$ cat src/rtl/field_current_sense_and_param_lookup_top_assert.svh
// Assertion macros shared by the RTL of the field-current sense block.
// Each expects aclk and aresetn in the scope where it is used.
`ifndef FIELD_CURRENT_SENSE_AND_PARAM_LOOKUP_TOP_ASSERT_SVH
`define FIELD_CURRENT_SENSE_AND_PARAM_LOOKUP_TOP_ASSERT_SVH

// Same-cycle implication.
`define FCSPL_ASSERT_IMPL(lbl, ante, cons) \
    lbl: assert property (@(posedge aclk) disable iff (!aresetn) (ante) |-> (cons)) \
        else $error("%m: check failed");

// Next-cycle implication.
`define FCSPL_ASSERT_NEXT(lbl, ante, cons) \
    lbl: assert property (@(posedge aclk) disable iff (!aresetn) (ante) |=> (cons)) \
        else $error("%m: check failed");

`endif

$ cat src/rtl/fcspl_pkg.sv
`timescale 1ns / 1ps
`default_nettype none

package fcspl_pkg;

    localparam int ADC_BITS     = 12;
    localparam int SCALE_BITS   = 16;
    localparam int CUR_BITS     = 16;
    localparam int VAL_BITS     = 16;
    localparam int FLUX_BITS    = 14;
    localparam int X_BITS       = 12;
    localparam int DX_BITS      = 10;
    localparam int CAL_SAMPLES  = 100;
    localparam int CNT_BITS     = 7;
    localparam int SUM_BITS     = 19;
    localparam int TABLE_POINTS = 5;
    localparam int NUM_TABLES   = 5;
    localparam int TBL_BITS     = $clog2(NUM_TABLES);
    localparam int PT_BITS      = $clog2(TABLE_POINTS);
    localparam int SEG_BITS     = $clog2(TABLE_POINTS - 1);
    localparam int CFG_IDX_BITS = 1;
    localparam int CFG_BITS     = 16;
    localparam int IN_DATA_BITS = 16;
    localparam int IN_USER_BITS = 2;
    localparam int OUT_USER_BITS = 2;
    localparam int OUT_FIELD_BITS = CUR_BITS + 4 * VAL_BITS + FLUX_BITS + ADC_BITS;
    localparam int OUT_DATA_BITS  = ((OUT_FIELD_BITS + 7) / 8) * 8;
    localparam int OUT_PAD_BITS   = OUT_DATA_BITS - OUT_FIELD_BITS;

    localparam logic [ADC_BITS-1:0]   THR_RESET   = ADC_BITS'(124);
    localparam logic [SCALE_BITS-1:0] SCALE_RESET = SCALE_BITS'(3345);
    localparam logic [ADC_BITS-1:0]   ZERO_RESET  = ADC_BITS'(2069);

    localparam logic [1:0] REQ_MEAS = 2'd0;
    localparam logic [1:0] REQ_CAL  = 2'd1;
    localparam logic [1:0] REQ_CLR  = 2'd2;

    localparam logic [CFG_IDX_BITS-1:0] CFG_THR   = CFG_IDX_BITS'(0);
    localparam logic [CFG_IDX_BITS-1:0] CFG_SCALE = CFG_IDX_BITS'(1);

    localparam logic [TBL_BITS-1:0] TBL_LAST = TBL_BITS'(NUM_TABLES - 1);

    localparam logic [X_BITS-1:0] BRK_MA [TABLE_POINTS] = '{
        X_BITS'(0), X_BITS'(500), X_BITS'(1000), X_BITS'(2000), X_BITS'(2920)
    };

    localparam logic [VAL_BITS-1:0] LUT [NUM_TABLES][TABLE_POINTS] = '{
        '{16'd38100, 16'd37990, 16'd35250, 16'd22120, 16'd19220},
        '{16'd30130, 16'd29860, 16'd27340, 16'd16090, 16'd14090},
        '{16'd46070, 16'd46130, 16'd43160, 16'd28150, 16'd24350},
        '{16'd15940, 16'd16270, 16'd15820, 16'd12060, 16'd10260},
        '{16'd3080,  16'd6800,  16'd10080, 16'd12410, 16'd13200}
    };

    localparam int SPAN0 = 500;
    localparam int SPAN1 = 500;
    localparam int SPAN2 = 1000;
    localparam int SPAN3 = 920;

    localparam logic [DX_BITS-1:0] SPAN [TABLE_POINTS-1] = '{
        DX_BITS'(SPAN0), DX_BITS'(SPAN1), DX_BITS'(SPAN2), DX_BITS'(SPAN3)
    };

    // The rounded quotient is taken exactly as floor(n * m / 2^(N+L)) with
    // m = ceil(2^(N+L) / span), n below 2^N and span no larger than 2^L.
    localparam int NUM_BITS    = VAL_BITS + DX_BITS;
    localparam int RECIP_SHIFT = NUM_BITS + DX_BITS;
    localparam int RECIP_BITS  = 28;
    localparam int RPROD_BITS  = NUM_BITS + RECIP_BITS;

    localparam logic [RECIP_BITS-1:0] RECIP [TABLE_POINTS-1] = '{
        RECIP_BITS'(((64'd1 << RECIP_SHIFT) + 64'(SPAN0) - 64'd1) / 64'(SPAN0)),
        RECIP_BITS'(((64'd1 << RECIP_SHIFT) + 64'(SPAN1) - 64'd1) / 64'(SPAN1)),
        RECIP_BITS'(((64'd1 << RECIP_SHIFT) + 64'(SPAN2) - 64'd1) / 64'(SPAN2)),
        RECIP_BITS'(((64'd1 << RECIP_SHIFT) + 64'(SPAN3) - 64'd1) / 64'(SPAN3))
    };

    localparam int CAL_NUM_BITS   = SUM_BITS + 1;
    localparam int CAL_SHIFT      = CAL_NUM_BITS + $clog2(CAL_SAMPLES);
    localparam int CAL_RECIP_BITS = CAL_SHIFT - $clog2(CAL_SAMPLES) + 2;
    localparam int CAL_PROD_BITS  = CAL_NUM_BITS + CAL_RECIP_BITS;
    localparam logic [CAL_RECIP_BITS-1:0] CAL_RECIP =
        CAL_RECIP_BITS'(((64'd1 << CAL_SHIFT) + 64'(CAL_SAMPLES) - 64'd1) / 64'(CAL_SAMPLES));

    typedef enum logic [3:0] {
        ST_IDLE,
        ST_MUL,
        ST_SAT,
        ST_TPROD,
        ST_TRECIP,
        ST_TSTORE,
        ST_CAL_ACC,
        ST_CAL_DIV,
        ST_CAL_SET,
        ST_DONE
    } fcspl_state_t;

    typedef struct packed {
        logic                capture;
        logic                clr_fault;
        logic                meas;
        logic                sat;
        logic                tprod;
        logic                trecip;
        logic                tstore;
        logic                cal_acc;
        logic                cal_div;
        logic                cal_set;
        logic                out_load;
        logic [TBL_BITS-1:0] tbl;
    } fcspl_cmd_t;

    typedef struct packed {
        logic cal_fill;
    } fcspl_stat_t;

endpackage

`default_nettype wire

$ cat src/rtl/fcspl_dp.sv
`timescale 1ns / 1ps
`default_nettype none

module fcspl_dp (
    input  wire logic                                 aclk,
    input  wire logic                                 aresetn,
    input  wire fcspl_pkg::fcspl_cmd_t                cmd,
    output fcspl_pkg::fcspl_stat_t                    stat,
    input  wire logic [1:0]                           in_req,
    input  wire logic [fcspl_pkg::ADC_BITS-1:0]       in_code,
    input  wire logic                                 cfg_we,
    input  wire logic [fcspl_pkg::CFG_IDX_BITS-1:0]   cfg_index,
    input  wire logic [fcspl_pkg::CFG_BITS-1:0]       cfg_data,
    output logic [fcspl_pkg::OUT_DATA_BITS-1:0]       out_data,
    output logic [fcspl_pkg::OUT_USER_BITS-1:0]       out_user
);
    import fcspl_pkg::*;

    logic [ADC_BITS-1:0]          thr_reg;
    logic [SCALE_BITS-1:0]        scale_reg;
    logic                         fault_reg, fault_next;
    logic [ADC_BITS-1:0]          zero_reg;
    logic [SUM_BITS-1:0]          cal_sum_reg;
    logic [CNT_BITS-1:0]          cal_cnt_reg;
    logic                         done_reg;
    logic [1:0]                   req_reg;
    logic [ADC_BITS-1:0]          code_reg;
    logic [ADC_BITS+SCALE_BITS-1:0] prod_reg;
    logic                         zcur_reg;
    logic [CUR_BITS-1:0]          cur_reg, cur_next;
    logic [SEG_BITS-1:0]          seg_reg, seg_next;
    logic [DX_BITS-1:0]           dx_reg, dx_next;
    logic [NUM_BITS-1:0]          num_reg;
    logic [VAL_BITS-1:0]          y0_reg;
    logic                         down_reg;
    logic [RPROD_BITS-1:0]        rp_reg;
    logic [VAL_BITS-1:0]          vals_reg [NUM_TABLES];
    logic [CAL_PROD_BITS-1:0]     cal_prod_reg;
    logic [OUT_DATA_BITS-1:0]     out_data_reg;
    logic [OUT_USER_BITS-1:0]     out_user_reg;

    logic [ADC_BITS-1:0]          diff;
    logic [ADC_BITS+SCALE_BITS-8-1:0] p_shift;
    logic [X_BITS-1:0]            xc;
    logic [PT_BITS-1:0]           seg_lo, seg_hi;
    logic [VAL_BITS-1:0]          y0, y1, dy;
    logic                         down;
    logic [VAL_BITS-1:0]          quot;
    logic [SUM_BITS-1:0]          sum_new;
    logic [CNT_BITS-1:0]          cnt_new;
    logic                         meas_out;
    logic [OUT_FIELD_BITS-1:0]    fields;

    assign diff      = code_reg - zero_reg;
    assign p_shift   = prod_reg[ADC_BITS+SCALE_BITS-1:8];
    assign sum_new   = cal_sum_reg + SUM_BITS'(code_reg);
    assign cnt_new   = cal_cnt_reg + CNT_BITS'(1);
    assign stat.cal_fill = cnt_new >= CNT_BITS'(CAL_SAMPLES);

    always_comb begin
        fault_next = fault_reg;
        if (cmd.meas && (code_reg < thr_reg)) begin
            fault_next = 1'b1;
        end
        if (cmd.clr_fault) begin
            fault_next = 1'b0;
        end
        if (cmd.cal_acc && (cal_cnt_reg == '0)) begin
            fault_next = 1'b0;
        end
    end

    always_comb begin
        if (zcur_reg) begin
            cur_next = '0;
        end else if (|p_shift[ADC_BITS+SCALE_BITS-8-1:CUR_BITS]) begin
            cur_next = '1;
        end else begin
            cur_next = p_shift[CUR_BITS-1:0];
        end
        if (cur_next >= CUR_BITS'(BRK_MA[TABLE_POINTS-1])) begin
            xc = BRK_MA[TABLE_POINTS-1];
        end else begin
            xc = cur_next[X_BITS-1:0];
        end
        seg_next = '0;
        for (int j = 1; j < TABLE_POINTS - 1; j++) begin
            if (xc > BRK_MA[j]) begin
                seg_next = SEG_BITS'(j);
            end
        end
        dx_next = DX_BITS'(xc - BRK_MA[PT_BITS'(seg_next)]);
    end

    assign seg_lo = PT_BITS'(seg_reg);
    assign seg_hi = seg_lo + PT_BITS'(1);
    assign y0     = LUT[cmd.tbl][seg_lo];
    assign y1     = LUT[cmd.tbl][seg_hi];
    assign down   = y1 < y0;
    assign dy     = down ? (y0 - y1) : (y1 - y0);
    assign quot   = rp_reg[RECIP_SHIFT +: VAL_BITS];

    always_ff @(posedge aclk) begin
        if (!aresetn) begin
            thr_reg     <= THR_RESET;
            scale_reg   <= SCALE_RESET;
            fault_reg   <= 1'b0;
            zero_reg    <= ZERO_RESET;
            cal_sum_reg <= '0;
            cal_cnt_reg <= '0;
            done_reg    <= 1'b0;
        end else begin
            if (cfg_we) begin
                case (cfg_index)
                    CFG_THR:   thr_reg   <= cfg_data[ADC_BITS-1:0];
                    CFG_SCALE: scale_reg <= cfg_data[SCALE_BITS-1:0];
                    default:   thr_reg   <= thr_reg;
                endcase
            end
            fault_reg <= fault_next;
            if (cmd.capture) begin
                done_reg <= 1'b0;
            end
            if (cmd.cal_acc) begin
                cal_sum_reg <= sum_new;
                cal_cnt_reg <= cnt_new;
            end
            if (cmd.cal_set) begin
                zero_reg    <= cal_prod_reg[CAL_SHIFT +: ADC_BITS];
                cal_sum_reg <= '0;
                cal_cnt_reg <= '0;
                done_reg    <= 1'b1;
            end
        end
    end

    always_ff @(posedge aclk) begin
        if (cmd.capture) begin
            req_reg  <= in_req;
            code_reg <= in_code;
        end
        if (cmd.meas) begin
            prod_reg <= (ADC_BITS+SCALE_BITS)'(diff) * (ADC_BITS+SCALE_BITS)'(scale_reg);
            zcur_reg <= fault_reg || (code_reg < thr_reg) || (code_reg <= zero_reg);
        end
        if (cmd.sat) begin
            cur_reg <= cur_next;
            seg_reg <= seg_next;
            dx_reg  <= dx_next;
        end
        if (cmd.tprod) begin
            num_reg  <= NUM_BITS'(dy) * NUM_BITS'(dx_reg)
                        + NUM_BITS'(SPAN[seg_reg] >> 1);
            y0_reg   <= y0;
            down_reg <= down;
        end
        if (cmd.trecip) begin
            rp_reg <= RPROD_BITS'(num_reg) * RPROD_BITS'(RECIP[seg_reg]);
        end
        if (cmd.tstore) begin
            vals_reg[cmd.tbl] <= down_reg ? (y0_reg - quot) : (y0_reg + quot);
        end
        if (cmd.cal_div) begin
            cal_prod_reg <= CAL_PROD_BITS'(CAL_NUM_BITS'(cal_sum_reg)
                            + CAL_NUM_BITS'(CAL_SAMPLES / 2)) * CAL_PROD_BITS'(CAL_RECIP);
        end
        if (cmd.out_load) begin
            out_data_reg <= {{OUT_PAD_BITS{1'b0}}, fields};
            out_user_reg <= {done_reg, fault_reg};
        end
    end

    always_comb begin
        meas_out = req_reg == REQ_MEAS;
        fields   = {zero_reg,
                    meas_out ? vals_reg[4][FLUX_BITS-1:0] : FLUX_BITS'(0),
                    meas_out ? vals_reg[3] : VAL_BITS'(0),
                    meas_out ? vals_reg[2] : VAL_BITS'(0),
                    meas_out ? vals_reg[1] : VAL_BITS'(0),
                    meas_out ? vals_reg[0] : VAL_BITS'(0),
                    meas_out ? cur_reg : CUR_BITS'(0)};
    end

    assign out_data = out_data_reg;
    assign out_user = out_user_reg;

endmodule

`default_nettype wire

$ cat src/rtl/fcspl_ctrl.sv
`timescale 1ns / 1ps
`default_nettype none
`include "field_current_sense_and_param_lookup_top_assert.svh"

module fcspl_ctrl (
    input  wire logic                   aclk,
    input  wire logic                   aresetn,
    input  wire logic                   s_tvalid,
    output logic                        s_tready,
    input  wire logic [1:0]             s_tuser,
    output logic                        m_tvalid,
    input  wire logic                   m_tready,
    output fcspl_pkg::fcspl_cmd_t       cmd,
    input  wire fcspl_pkg::fcspl_stat_t stat
);
    import fcspl_pkg::*;

    fcspl_state_t        state_reg, state_next;
    logic [TBL_BITS-1:0] tbl_reg, tbl_next;
    logic                m_valid_reg, m_valid_next;

    always_ff @(posedge aclk) begin
        if (!aresetn) begin
            state_reg   <= ST_IDLE;
            tbl_reg     <= '0;
            m_valid_reg <= 1'b0;
        end else begin
            state_reg   <= state_next;
            tbl_reg     <= tbl_next;
            m_valid_reg <= m_valid_next;
        end
    end

    always_comb begin
        state_next   = state_reg;
        tbl_next     = tbl_reg;
        m_valid_next = m_valid_reg;
        s_tready     = 1'b0;
        cmd          = '0;
        cmd.tbl      = tbl_reg;
        if (m_valid_reg && m_tready) begin
            m_valid_next = 1'b0;
        end
        case (state_reg)
            ST_IDLE: begin
                s_tready = 1'b1;
                if (s_tvalid) begin
                    cmd.capture = 1'b1;
                    case (s_tuser)
                        REQ_MEAS: state_next = ST_MUL;
                        REQ_CAL:  state_next = ST_CAL_ACC;
                        REQ_CLR: begin
                            cmd.clr_fault = 1'b1;
                            state_next    = ST_DONE;
                        end
                        default:  state_next = ST_DONE;
                    endcase
                end
            end
            ST_MUL: begin
                cmd.meas   = 1'b1;
                state_next = ST_SAT;
            end
            ST_SAT: begin
                cmd.sat    = 1'b1;
                tbl_next   = '0;
                state_next = ST_TPROD;
            end
            ST_TPROD: begin
                cmd.tprod  = 1'b1;
                state_next = ST_TRECIP;
            end
            ST_TRECIP: begin
                cmd.trecip = 1'b1;
                state_next = ST_TSTORE;
            end
            ST_TSTORE: begin
                cmd.tstore = 1'b1;
                if (tbl_reg == TBL_LAST) begin
                    state_next = ST_DONE;
                end else begin
                    tbl_next   = tbl_reg + TBL_BITS'(1);
                    state_next = ST_TPROD;
                end
            end
            ST_CAL_ACC: begin
                cmd.cal_acc = 1'b1;
                state_next  = stat.cal_fill ? ST_CAL_DIV : ST_DONE;
            end
            ST_CAL_DIV: begin
                cmd.cal_div = 1'b1;
                state_next  = ST_CAL_SET;
            end
            ST_CAL_SET: begin
                cmd.cal_set = 1'b1;
                state_next  = ST_DONE;
            end
            ST_DONE: begin
                if (!m_valid_reg || m_tready) begin
                    cmd.out_load = 1'b1;
                    m_valid_next = 1'b1;
                    state_next   = ST_IDLE;
                end
            end
            default: state_next = ST_IDLE;
        endcase
    end

    assign m_tvalid = m_valid_reg;

    `FCSPL_ASSERT_IMPL(a_load_slot, cmd.out_load, !m_valid_reg || m_tready)
    `FCSPL_ASSERT_NEXT(a_meas_start, s_tvalid && s_tready && s_tuser == REQ_MEAS, state_reg == ST_MUL)
    `FCSPL_ASSERT_NEXT(a_tbl_exit, state_reg == ST_TSTORE && tbl_reg == TBL_LAST, state_reg == ST_DONE)
    `FCSPL_ASSERT_IMPL(a_tbl_range, state_reg == ST_TPROD, tbl_reg <= TBL_LAST)

endmodule

`default_nettype wire

$ cat src/rtl/field_current_sense_and_param_lookup_top.sv
// A measure request does the scale multiply and saturation, then runs the five table
// interpolations one after another through one shared divide unit (product, reciprocal, store).
// A calibration sample is accumulated, then divided and set when the run is full; a clear or
// unused request goes straight to the output. No new request is taken until the result is loaded.
// Reset (aresetn low at a clock edge) restores the config registers, fault, offset and calibration.
`timescale 1ns / 1ps
`default_nettype none

module field_current_sense_and_param_lookup_top (
    input  wire logic                                   aclk,
    input  wire logic                                   aresetn,
    input  wire logic                                   s_tvalid,
    output logic                                        s_tready,
    // adc_code, then zero padding.
    input  wire logic [fcspl_pkg::IN_DATA_BITS-1:0]     s_tdata,
    // req_type.
    input  wire logic [fcspl_pkg::IN_USER_BITS-1:0]     s_tuser,
    output logic                                        m_tvalid,
    input  wire logic                                   m_tready,
    // current_ma, ls_nh, ld_nh, lq_nh, ld_lq_gap_nh, flux_uwb, zero_offset_code, zero padding.
    output logic [fcspl_pkg::OUT_DATA_BITS-1:0]         m_tdata,
    // sensor_fault, calibration_done.
    output logic [fcspl_pkg::OUT_USER_BITS-1:0]         m_tuser,
    input  wire logic                                   cfg_we,
    input  wire logic [fcspl_pkg::CFG_IDX_BITS-1:0]     cfg_index,
    input  wire logic [fcspl_pkg::CFG_BITS-1:0]         cfg_data
);
    import fcspl_pkg::*;

    fcspl_cmd_t  cmd;
    fcspl_stat_t stat;

    fcspl_ctrl u_ctrl (
        .aclk     (aclk),
        .aresetn  (aresetn),
        .s_tvalid (s_tvalid),
        .s_tready (s_tready),
        .s_tuser  (s_tuser),
        .m_tvalid (m_tvalid),
        .m_tready (m_tready),
        .cmd      (cmd),
        .stat     (stat)
    );

    fcspl_dp u_dp (
        .aclk      (aclk),
        .aresetn   (aresetn),
        .cmd       (cmd),
        .stat      (stat),
        .in_req    (s_tuser),
        .in_code   (s_tdata[ADC_BITS-1:0]),
        .cfg_we    (cfg_we),
        .cfg_index (cfg_index),
        .cfg_data  (cfg_data),
        .out_data  (m_tdata),
        .out_user  (m_tuser)
    );

endmodule

`default_nettype wire

$ cat config.mk
export PLATFORM = sky130hd
export DESIGN_NAME = field_current_sense_and_param_lookup_top
export DESIGN_NICKNAME = d
export VERILOG_FILES = /design/src/rtl/fcspl_pkg.sv /design/src/rtl/fcspl_dp.sv /design/src/rtl/fcspl_ctrl.sv /design/src/rtl/field_current_sense_and_param_lookup_top.sv
export VERILOG_INCLUDE_DIRS = /design/src /design/src/rtl
export SDC_FILE = /design/constraint.sdc
export NUM_CORES = 2
export LEC_CHECK = 0
export ABC_CLOCK_PERIOD_IN_PS = 12900
export BUFFER_PORTS_ARGS = -buffer_cell sky130_fd_sc_hd__buf_2
export CELL_PAD_IN_SITES_DETAIL_PLACEMENT = 1
export CELL_PAD_IN_SITES_GLOBAL_PLACEMENT = 2
export CORE_UTILIZATION = 43
export DETAILED_ROUTE_END_ITERATION = 12
export GPL_TIMING_DRIVEN = 0
export PLACE_DENSITY_LB_ADDON = 0.1
export SETUP_SLACK_MARGIN = 0.05
export SLEW_MARGIN = 10
export SYNTH_ARGS = -nofsm -noshare
export SYNTH_HDL_FRONTEND = slang
export SYNTH_SLANG_ARGS = --single-unit
$ cat constraint.sdc
create_clock -name aclk -period 12.9 [get_ports aclk]
set_input_delay 2.58 -clock aclk [delete_from_list [all_inputs] [get_ports aclk]]
set_output_delay 2.58 -clock aclk [all_outputs]
set_load 0.02 [all_outputs]
[After elaboration in Yosys (flattened, before gate mapping)]
Memories as Yosys holds them, arrays and structs flattened. A register that Yosys moved wholly into a read port is not among the register bits.
Cells that the tools add are included.
Word-level totals
  ROM bits: 736
  memories kept: 3
  output and inout port bits: 116
  register bits: 388
  bits of input ports: 40
  logic and storage cells: 157
  memory bits (writable): 80
Operators by class
  multiplexer cells: 53
  reduce and logical (&&, ||, !) cells: 25
  bitwise logic cells: 7
  multiply operators: 4
  add/subtract/negate cells: 12
  eq/ne operators: 15
  magnitude comparators: 13
Memory list
  (no name shown): words 8, width 80, read ports 1, clocked after memory_dff 0, wr ports 0, line fcspl_dp.sv:98  | assign y1 = LUT[cmd.tbl][seg_hi];
  (no name shown): words 8, width 12, read ports 1, clocked after memory_dff 0, wr ports 0, line fcspl_dp.sv:92  | dx_next = DX_BITS'(xc - BRK_MA[PT_BITS'(seg_next)]);
  u_dp.vals_reg: words 5, width 16, read ports 5, clocked after memory_dff 5, wr ports 1, line fcspl_dp.sv:37  | logic [VAL_BITS-1:0] vals_reg [NUM_TABLES];
Operators by type and width (count)
  $mux W80: 2
  $mux W16: 8
  $bmux W16 S3: 2
  $bmux W28 S2: 1
  $mux W28: 2
  $mul A26 B28 Y52: 1
  $sub A16 B16 Y16: 3
  $mux W10: 4
  $pmux W4 S10: 1
  $mul A20 B20 Y38 const B: 1
  $mul A12 B16 Y28: 1
  $add A26 B9 Y26: 1
  $mul A16 B10 Y26: 1
  $add A19 B6 Y20 const B: 1
  $bmux W10 S2: 1
  $mux W1: 20
  $add A19 B12 Y19: 1
  $add A16 B16 Y16: 1
  $eq A4 B3 Y1 const B: 4
  $ge A16 B12 Y1 const B: 1
  $ge A4 B4 Y1 const B: 4
  $lt A16 B16 Y1: 1
  $mux W4: 4
  $gt A12 B10 Y1 const B: 1
  other kinds (39): 62

[Longest topological paths before layout]
  depth in word-level cells: 14
  mapped depth: 45
  mapped depth without buffers: 40

[Cells and area by module]
A second synthesis with hierarchy kept.
Unflattened totals
  cell total of the unflattened synthesis: 5230
  area total of the unflattened synthesis: 53425.0 um2
By module, submodules not included
  fcspl_dp: sequential area each 10910.5 um2, area an instance 52810.6 um2, cells each 5154, times used 1
  fcspl_ctrl: sequential area each 160.2 um2, area an instance 614.3 um2, cells each 76, times used 1

[Worst setup path after synthesis]
OpenSTA, ideal clock, no wires.
  path type: reg2reg
  start point: register u_dp.seg_reg[0]
  end point: register u_dp.num_reg[25] (data pin)
  buffers on the path: 5
  required time: 12640 ps
  period minus slack after synthesis: 9534 ps
  arrival: 9274 ps
  setup slack: 3366 ps
  library setup time: 260 ps
  stages on the path, launching flop included: 40
  cells stage by stage: edfxtp_1 -> clkbuf_1 -> inv_1 -> clkbuf_1 -> ha_1 -> clkbuf_1 -> and2_1 -> or4_1 -> a21oi_1 -> ha_1 -> nor2b_1 -> o21ai_2 -> a21oi_2 -> o211ai_2 -> a21oi_2 -> o32a_1 -> buf_6 -> inv_4 -> (+4 left out) -> fa_1 -> fa_1 -> inv_1 -> fa_1 -> fa_1 -> inv_1 -> fa_1 -> inv_1 -> ha_1 -> or2_2 -> a21oi_1 -> a31oi_1 -> a221o_1 -> nand4_1 -> a21oi_1 -> a2111oi_2 -> a21oi_1 -> xnor2_1
On the way
  longest elaborated chain between the ends: 9
  elaborated cells between the ends (all ways): 19
  those cells by class: add/sub (4); mul (1); order compare (1); mux (10); bitwise (3)
Ends and longest elaborated chain
  from (decl): line fcspl_dp.sv:31  | logic [SEG_BITS-1:0] seg_reg, seg_next;
  from (signal assigned): line fcspl_dp.sv:148  | seg_reg <= seg_next;
  $add A2 B1 Y3: line fcspl_dp.sv:96  | assign seg_hi = seg_lo + PT_BITS'(1);
  $not A3 Y4 (implied by the code): line fcspl_dp.sv:98
  $bmux W16 S3: line fcspl_dp.sv:98
  $mux W16 (implied by the code) (2 in a row): line fcspl_dp.sv:98
  $sub A16 B16 Y16 / $lt A16 B16 Y1 (equally long branches): line fcspl_dp.sv:100, fcspl_dp.sv:99
  $mux W16: line fcspl_dp.sv:100  | assign dy = down ? (y0 - y1) : (y1 - y0);
  $mul A16 B10 Y26: line fcspl_dp.sv:152  | num_reg <= NUM_BITS'(dy) * NUM_BITS'(dx_reg)
  $add A26 B9 Y26 (*): line fcspl_dp.sv:153  | + NUM_BITS'(SPAN[seg_reg] >> 1);
  to (signal assigned): line fcspl_dp.sv:152
  to (decl): line fcspl_dp.sv:33  | logic [NUM_BITS-1:0] num_reg;
Every way passes the cells marked *; elsewhere a longest branch is shown, timed or not. The select of a mux whose other input is x is not followed.
A chain may end at the register's enable or synchronous reset.

[Worst setup path after layout]
  start point: register u_dp.seg_reg[0]
  end point: register u_dp.num_reg[25] (data pin)
On the way
  longest elaborated chain between the ends: 9
  elaborated cells between the ends (all ways): 19
  those cells by class: add/sub (4); mul (1); order compare (1); mux (10); bitwise (3)
Ends and longest elaborated chain
  $add A2 B1 Y3: line fcspl_dp.sv:96
  $not A3 Y4 (implied by the code): line fcspl_dp.sv:98
  $bmux W16 S3: line fcspl_dp.sv:98
  $mux W16 (implied by the code) (2 in a row): line fcspl_dp.sv:98
  $lt A16 B16 Y1 (*): line fcspl_dp.sv:99  | assign down = y1 < y0;
  net u_dp.down: line fcspl_dp.sv:47  | logic down;
  $mux W16 (*): line fcspl_dp.sv:100
  $mul A16 B10 Y26 (*): line fcspl_dp.sv:152
  $add A26 B9 Y26 (*): line fcspl_dp.sv:153
The timed path passes the listed nets; every way through them passes the cells marked *. The select of a mux whose other input is x is not followed.

==> impl.org <==
** Run status
- Result of the run :: finished, violations left
- Violations in the final reports :: DRC

** Placement
- After detailed placement, the total cell area comes to around 57,000 um2.
- Input and output buffers added on the ports amount to around 150.
- Worst Setup Slack post-DPL :: approximately 1.2 ns
- Detailed placement finished with a half-perimeter wire length of about 130,000 um.
- Routability-driven placement finished with a final weighted congestion of 0.935.

** Drt
- For this run, the detailed router's first-pass iteration total came to 9.
- Vias post-DR :: around 37,000
- Iteration-0 DRC Markers :: 1,831
- Wire length after detailed routing :: around 160,000 um
- Via count normalized by instance count :: about 5.1
- Avg WL per Cell :: 21.7 um
- Detail Route Antenna Nets :: 0
- For this run, design rule violations remaining after detail routing come to 8.

** Setup path
- At the worst endpoint, the required time is 13.26 ns.
- Counting cells, the worst reg-to-reg path comes to 42.
- Highest net fanout along the worst path :: 11
- Slowest cell on crit path :: fa_1
- Critical path capture point :: u_dp.num_reg[25]
- The worst register-to-register path ends at u_dp.num_reg[25].
- Critical register-to-register path startpoint :: u_dp.seg_reg[0]
- The most critical setup path has its startpoint at u_dp.seg_reg[0].
- STA classifies the critical path startpoint as a flip-flop.
- Worst Setup Path Type :: reg2reg
- On the worst path, the slowest cell contributes a delay of between 0.5 and 0.6 ns.
- Worst Path Arrival :: about 12 ns
- Internal reg-to-reg setup slack :: between 1 and 1.5 ns
- Endpoint class of the critical path :: flip-flop

** Floorplan
- For this configuration, the core starts out at a cell density of 0.435.
- The die covers 127,000 um2.
- During I/O placement, the number of pins put on the boundary was ~160.
- The floorplan has about 130 rows.
- The total area inside the core boundary comes to ~120,000 um2.
- Measured along the x axis, the die boundary spans 356 um.
- Y dimension of the die :: between 300 and 400 um

** Timing
- Headroom to the max-slew limit came out at 0.203.
- Total negative setup slack :: 0 ns
- Final Setup Violations :: 0
- Min cycle time layout :: 11.78 ns
- Actual slew at the worst max-slew pin :: 1.18 ns
- Setup slack closes at 1.12 ns.
- Of the available clock period, the critical path in the final layout requires 0.913.
- The final number of max-transition violations came to 0.
- The clock arrives with between 0.03 and 0.04 ns of skew.
- Static timing analysis puts the maximum clock frequency at 84.9 MHz.
- Setup repair after global routing left no endpoint under its margin.
- Final hold violation count :: 0

** Synthesis
- The most used flip-flop cell after synthesis is edfxtp_1.
- Count of warnings emitted by yosys :: 0
- The average instance in the mapped netlist occupies between 10 and 15 um2.
- After synthesis, the largest family of logic cells by area is adder cells.
- Gate count of the mapped netlist :: 5,323
- After synthesis the cells add up to about 54,000 um2.
- In this run, synthesis produced a sequential element count of roughly 400.
- Multiplexer fraction of the synthesized cell area :: 0.00921
- Compound-cell area share of the yosys netlist :: 0.0695
- Of the total synthesized cell area, the portion taken by AND, OR, NAND and NOR gates is 0.113.
- Library cells used by synthesis :: 90
- Of the total synthesized cell area, the portion taken by full adders, half adders and majority gates is 0.482.
- Number of enable flip-flop cells after synthesis :: roughly 320
- Share of the synthesized netlist area taken by xor and xnor gates :: 0.0258
- For this run, asynchronously set or reset flops after synthesis account for 0.
- Sequential area share after synthesis :: 0.205

** Global route
- Total congestion overflow :: 0
- The initial antenna violation count is 3.
- Entering global routing, the biggest net connects 29 pins.
- Total track usage :: 0.253
- The via count of the first global-routing pass came to just over 40,000.
- The first global-routing pass estimated between 200,000 and 250,000 um of wire.

** Final layout
- Commonest cells after routing, fill and taps aside :: 1,207 x inv_1, 874 x fa_1, 679 x ha_1, 441 x nand2_1, 318 x edfxtp_1
- In the final layout, the share of cells above drive strength 1 is 0.0571.
- The library cell used most frequently in the layout, excluding fill and tap cells, is inv_1.
- Final net count :: 7,160
- The register with the most flip-flops in the layout has between 100 and 150 of them.
- 0 antenna diodes ended up in the layout.
- Area Growth Syn to Fin :: 8.83%
- Once layout is done, the placed cells without fillers occupy between 50,000 and 60,000 um2.

** Clock tree
- After clock tree synthesis, the setup repair step added 0 buffers.
- After clock tree synthesis, the clock-pin slew on the worst setup and hold paths is roughly 0.06 ns.
- Clock root buffer :: clkbuf_16
- Once the clock tree was built, the resizer swapped 0 gates to a different size.
- Sink Count :: a little under 400
- Clock tree from TritonCTS :: built
- The number of hold buffers added after CTS was 0.
- Clock latency on the worst-skew pair :: approximately 0.64 ns
- The longest clock path from root to sink contains 3 buffers.
- Number of buffers created by CTS :: 47
- H-tree lvl count :: 2

** Min path
- The min-delay analysis places its worst path in the category reg2reg.

** Flow run
- Max-capacitance violation count :: 0
-- per-layer routing --
layer  vias up  global-route usage  routed length (um)
met5         -                   0                   0
met4         0              0.0522                3210
met3       139              0.0224                4660
met2       584               0.448               78900
met1     19200               0.337               69900
li1      17200                   -                   -
-- cell type report --
class                           count  area [um2]
Multi-Input combinational cell   3605       37900
Sequential cell                   394       11100
Fill cell                       14000       65400
Clock inverter                     30         340
Timing Repair Buffer              158         963
Inverter                         1210        4540
Tap cell                         1637        2050
Buffer                            151         633
Clock buffer                       54        1220
-- synthesized netlist by cell type, types with 12 or more instances --
cell | n | share of area
and3_1 | 25 | 0.0029
a21boi_0 | 36 | 0.0050
o21a_1 | 37 | 0.0051
nand2b_1 | 66 | 0.0077
o211ai_1 | 22 | 0.0031
fa_1 | 874 | 0.32
xor2_1 | 43 | 0.0070
o21ai_0 | 95 | 0.0088
dfxtp_1 | 76 | 0.028
nor2b_1 | 70 | 0.0081
a21oi_1 | 154 | 0.014
and2_1 | 229 | 0.027
clkbuf_1 | 125 | 0.0087
nor2_1 | 225 | 0.016
nand4_1 | 21 | 0.0024
a31oi_1 | 12 | 0.0014
a21o_1 | 76 | 0.011
o21ai_1 | 18 | 0.0017
mux2i_1 | 18 | 0.0033
nand3_1 | 55 | 0.0051
edfxtp_1 | 318 | 0.18
xnor2_1 | 102 | 0.017
inv_1 | 1207 | 0.084
ha_1 | 679 | 0.16
nor3_1 | 46 | 0.0043
or2_2 | 18 | 0.0021
or3_1 | 16 | 0.0019
a211oi_1 | 13 | 0.0018
mux2_2 | 15 | 0.0031
nand2_1 | 441 | 0.031
o31ai_1 | 12 | 0.0017
-- how the worst min path moves through the flow --
stage	slack, ns	to	start	depth (start not counted)
global route	0.49	u_dp.thr_reg[9]	u_dp.thr_reg[9]	2
global placement	0.44	u_dp.out_data[98]	u_dp.zero_reg[4]	0
finish	0.47	u_dp.thr_reg[9]	u_dp.thr_reg[9]	2
floorplan	0.41	u_dp.out_data[105]	u_dp.zero_reg[11]	0
detailed placement	0.43	u_dp.out_data[98]	u_dp.zero_reg[4]	0
CTS	0.47	u_dp.thr_reg[9]	u_dp.thr_reg[9]	2
-- critical path: cells and delay by family, from the launching register on --
family / cells / cell delay (ns)
fa+ha+maj: 8 / 3.62
compound gates: 13 / 2.81
simple gates: 6 / 0.96
mux: 1 / 0.28
xor+xnor: 2 / 0.68
flops: 1 / 0.51
buf+inv: 12 / 2.58
-- kinds of logic after synthesis --
kind of cell / Yosys count
AOI/OAI and AO/OA: 572
other: 2
muxes: 42
and+or+nand+nor: 1248
xor gates and xnor gates: 151
adders and majority gates: 1553
DFF: 394
buffers and inverters: 1361
-- stage by stage --
| stage | instances | utilization | hold WS (ns) |
|---|---|---|---|
| 2_1_floorplan | 5360 | - | 0.408 |
| 3_3_place_gp | 7142 | 0.458 | 0.441 |
| 3_5_place_dp | 7155 | 0.460 | 0.425 |
| 4_1_cts | 7239 | 0.473 | 0.473 |
| 5_1_grt | 7239 | 0.473 | 0.487 |
| 6_report | 7239 | 0.473 | 0.468 |
Power is left out: the tool's default activity adds up to more than one toggle a clock period on the data nets, which glitch-free logic cannot reach.
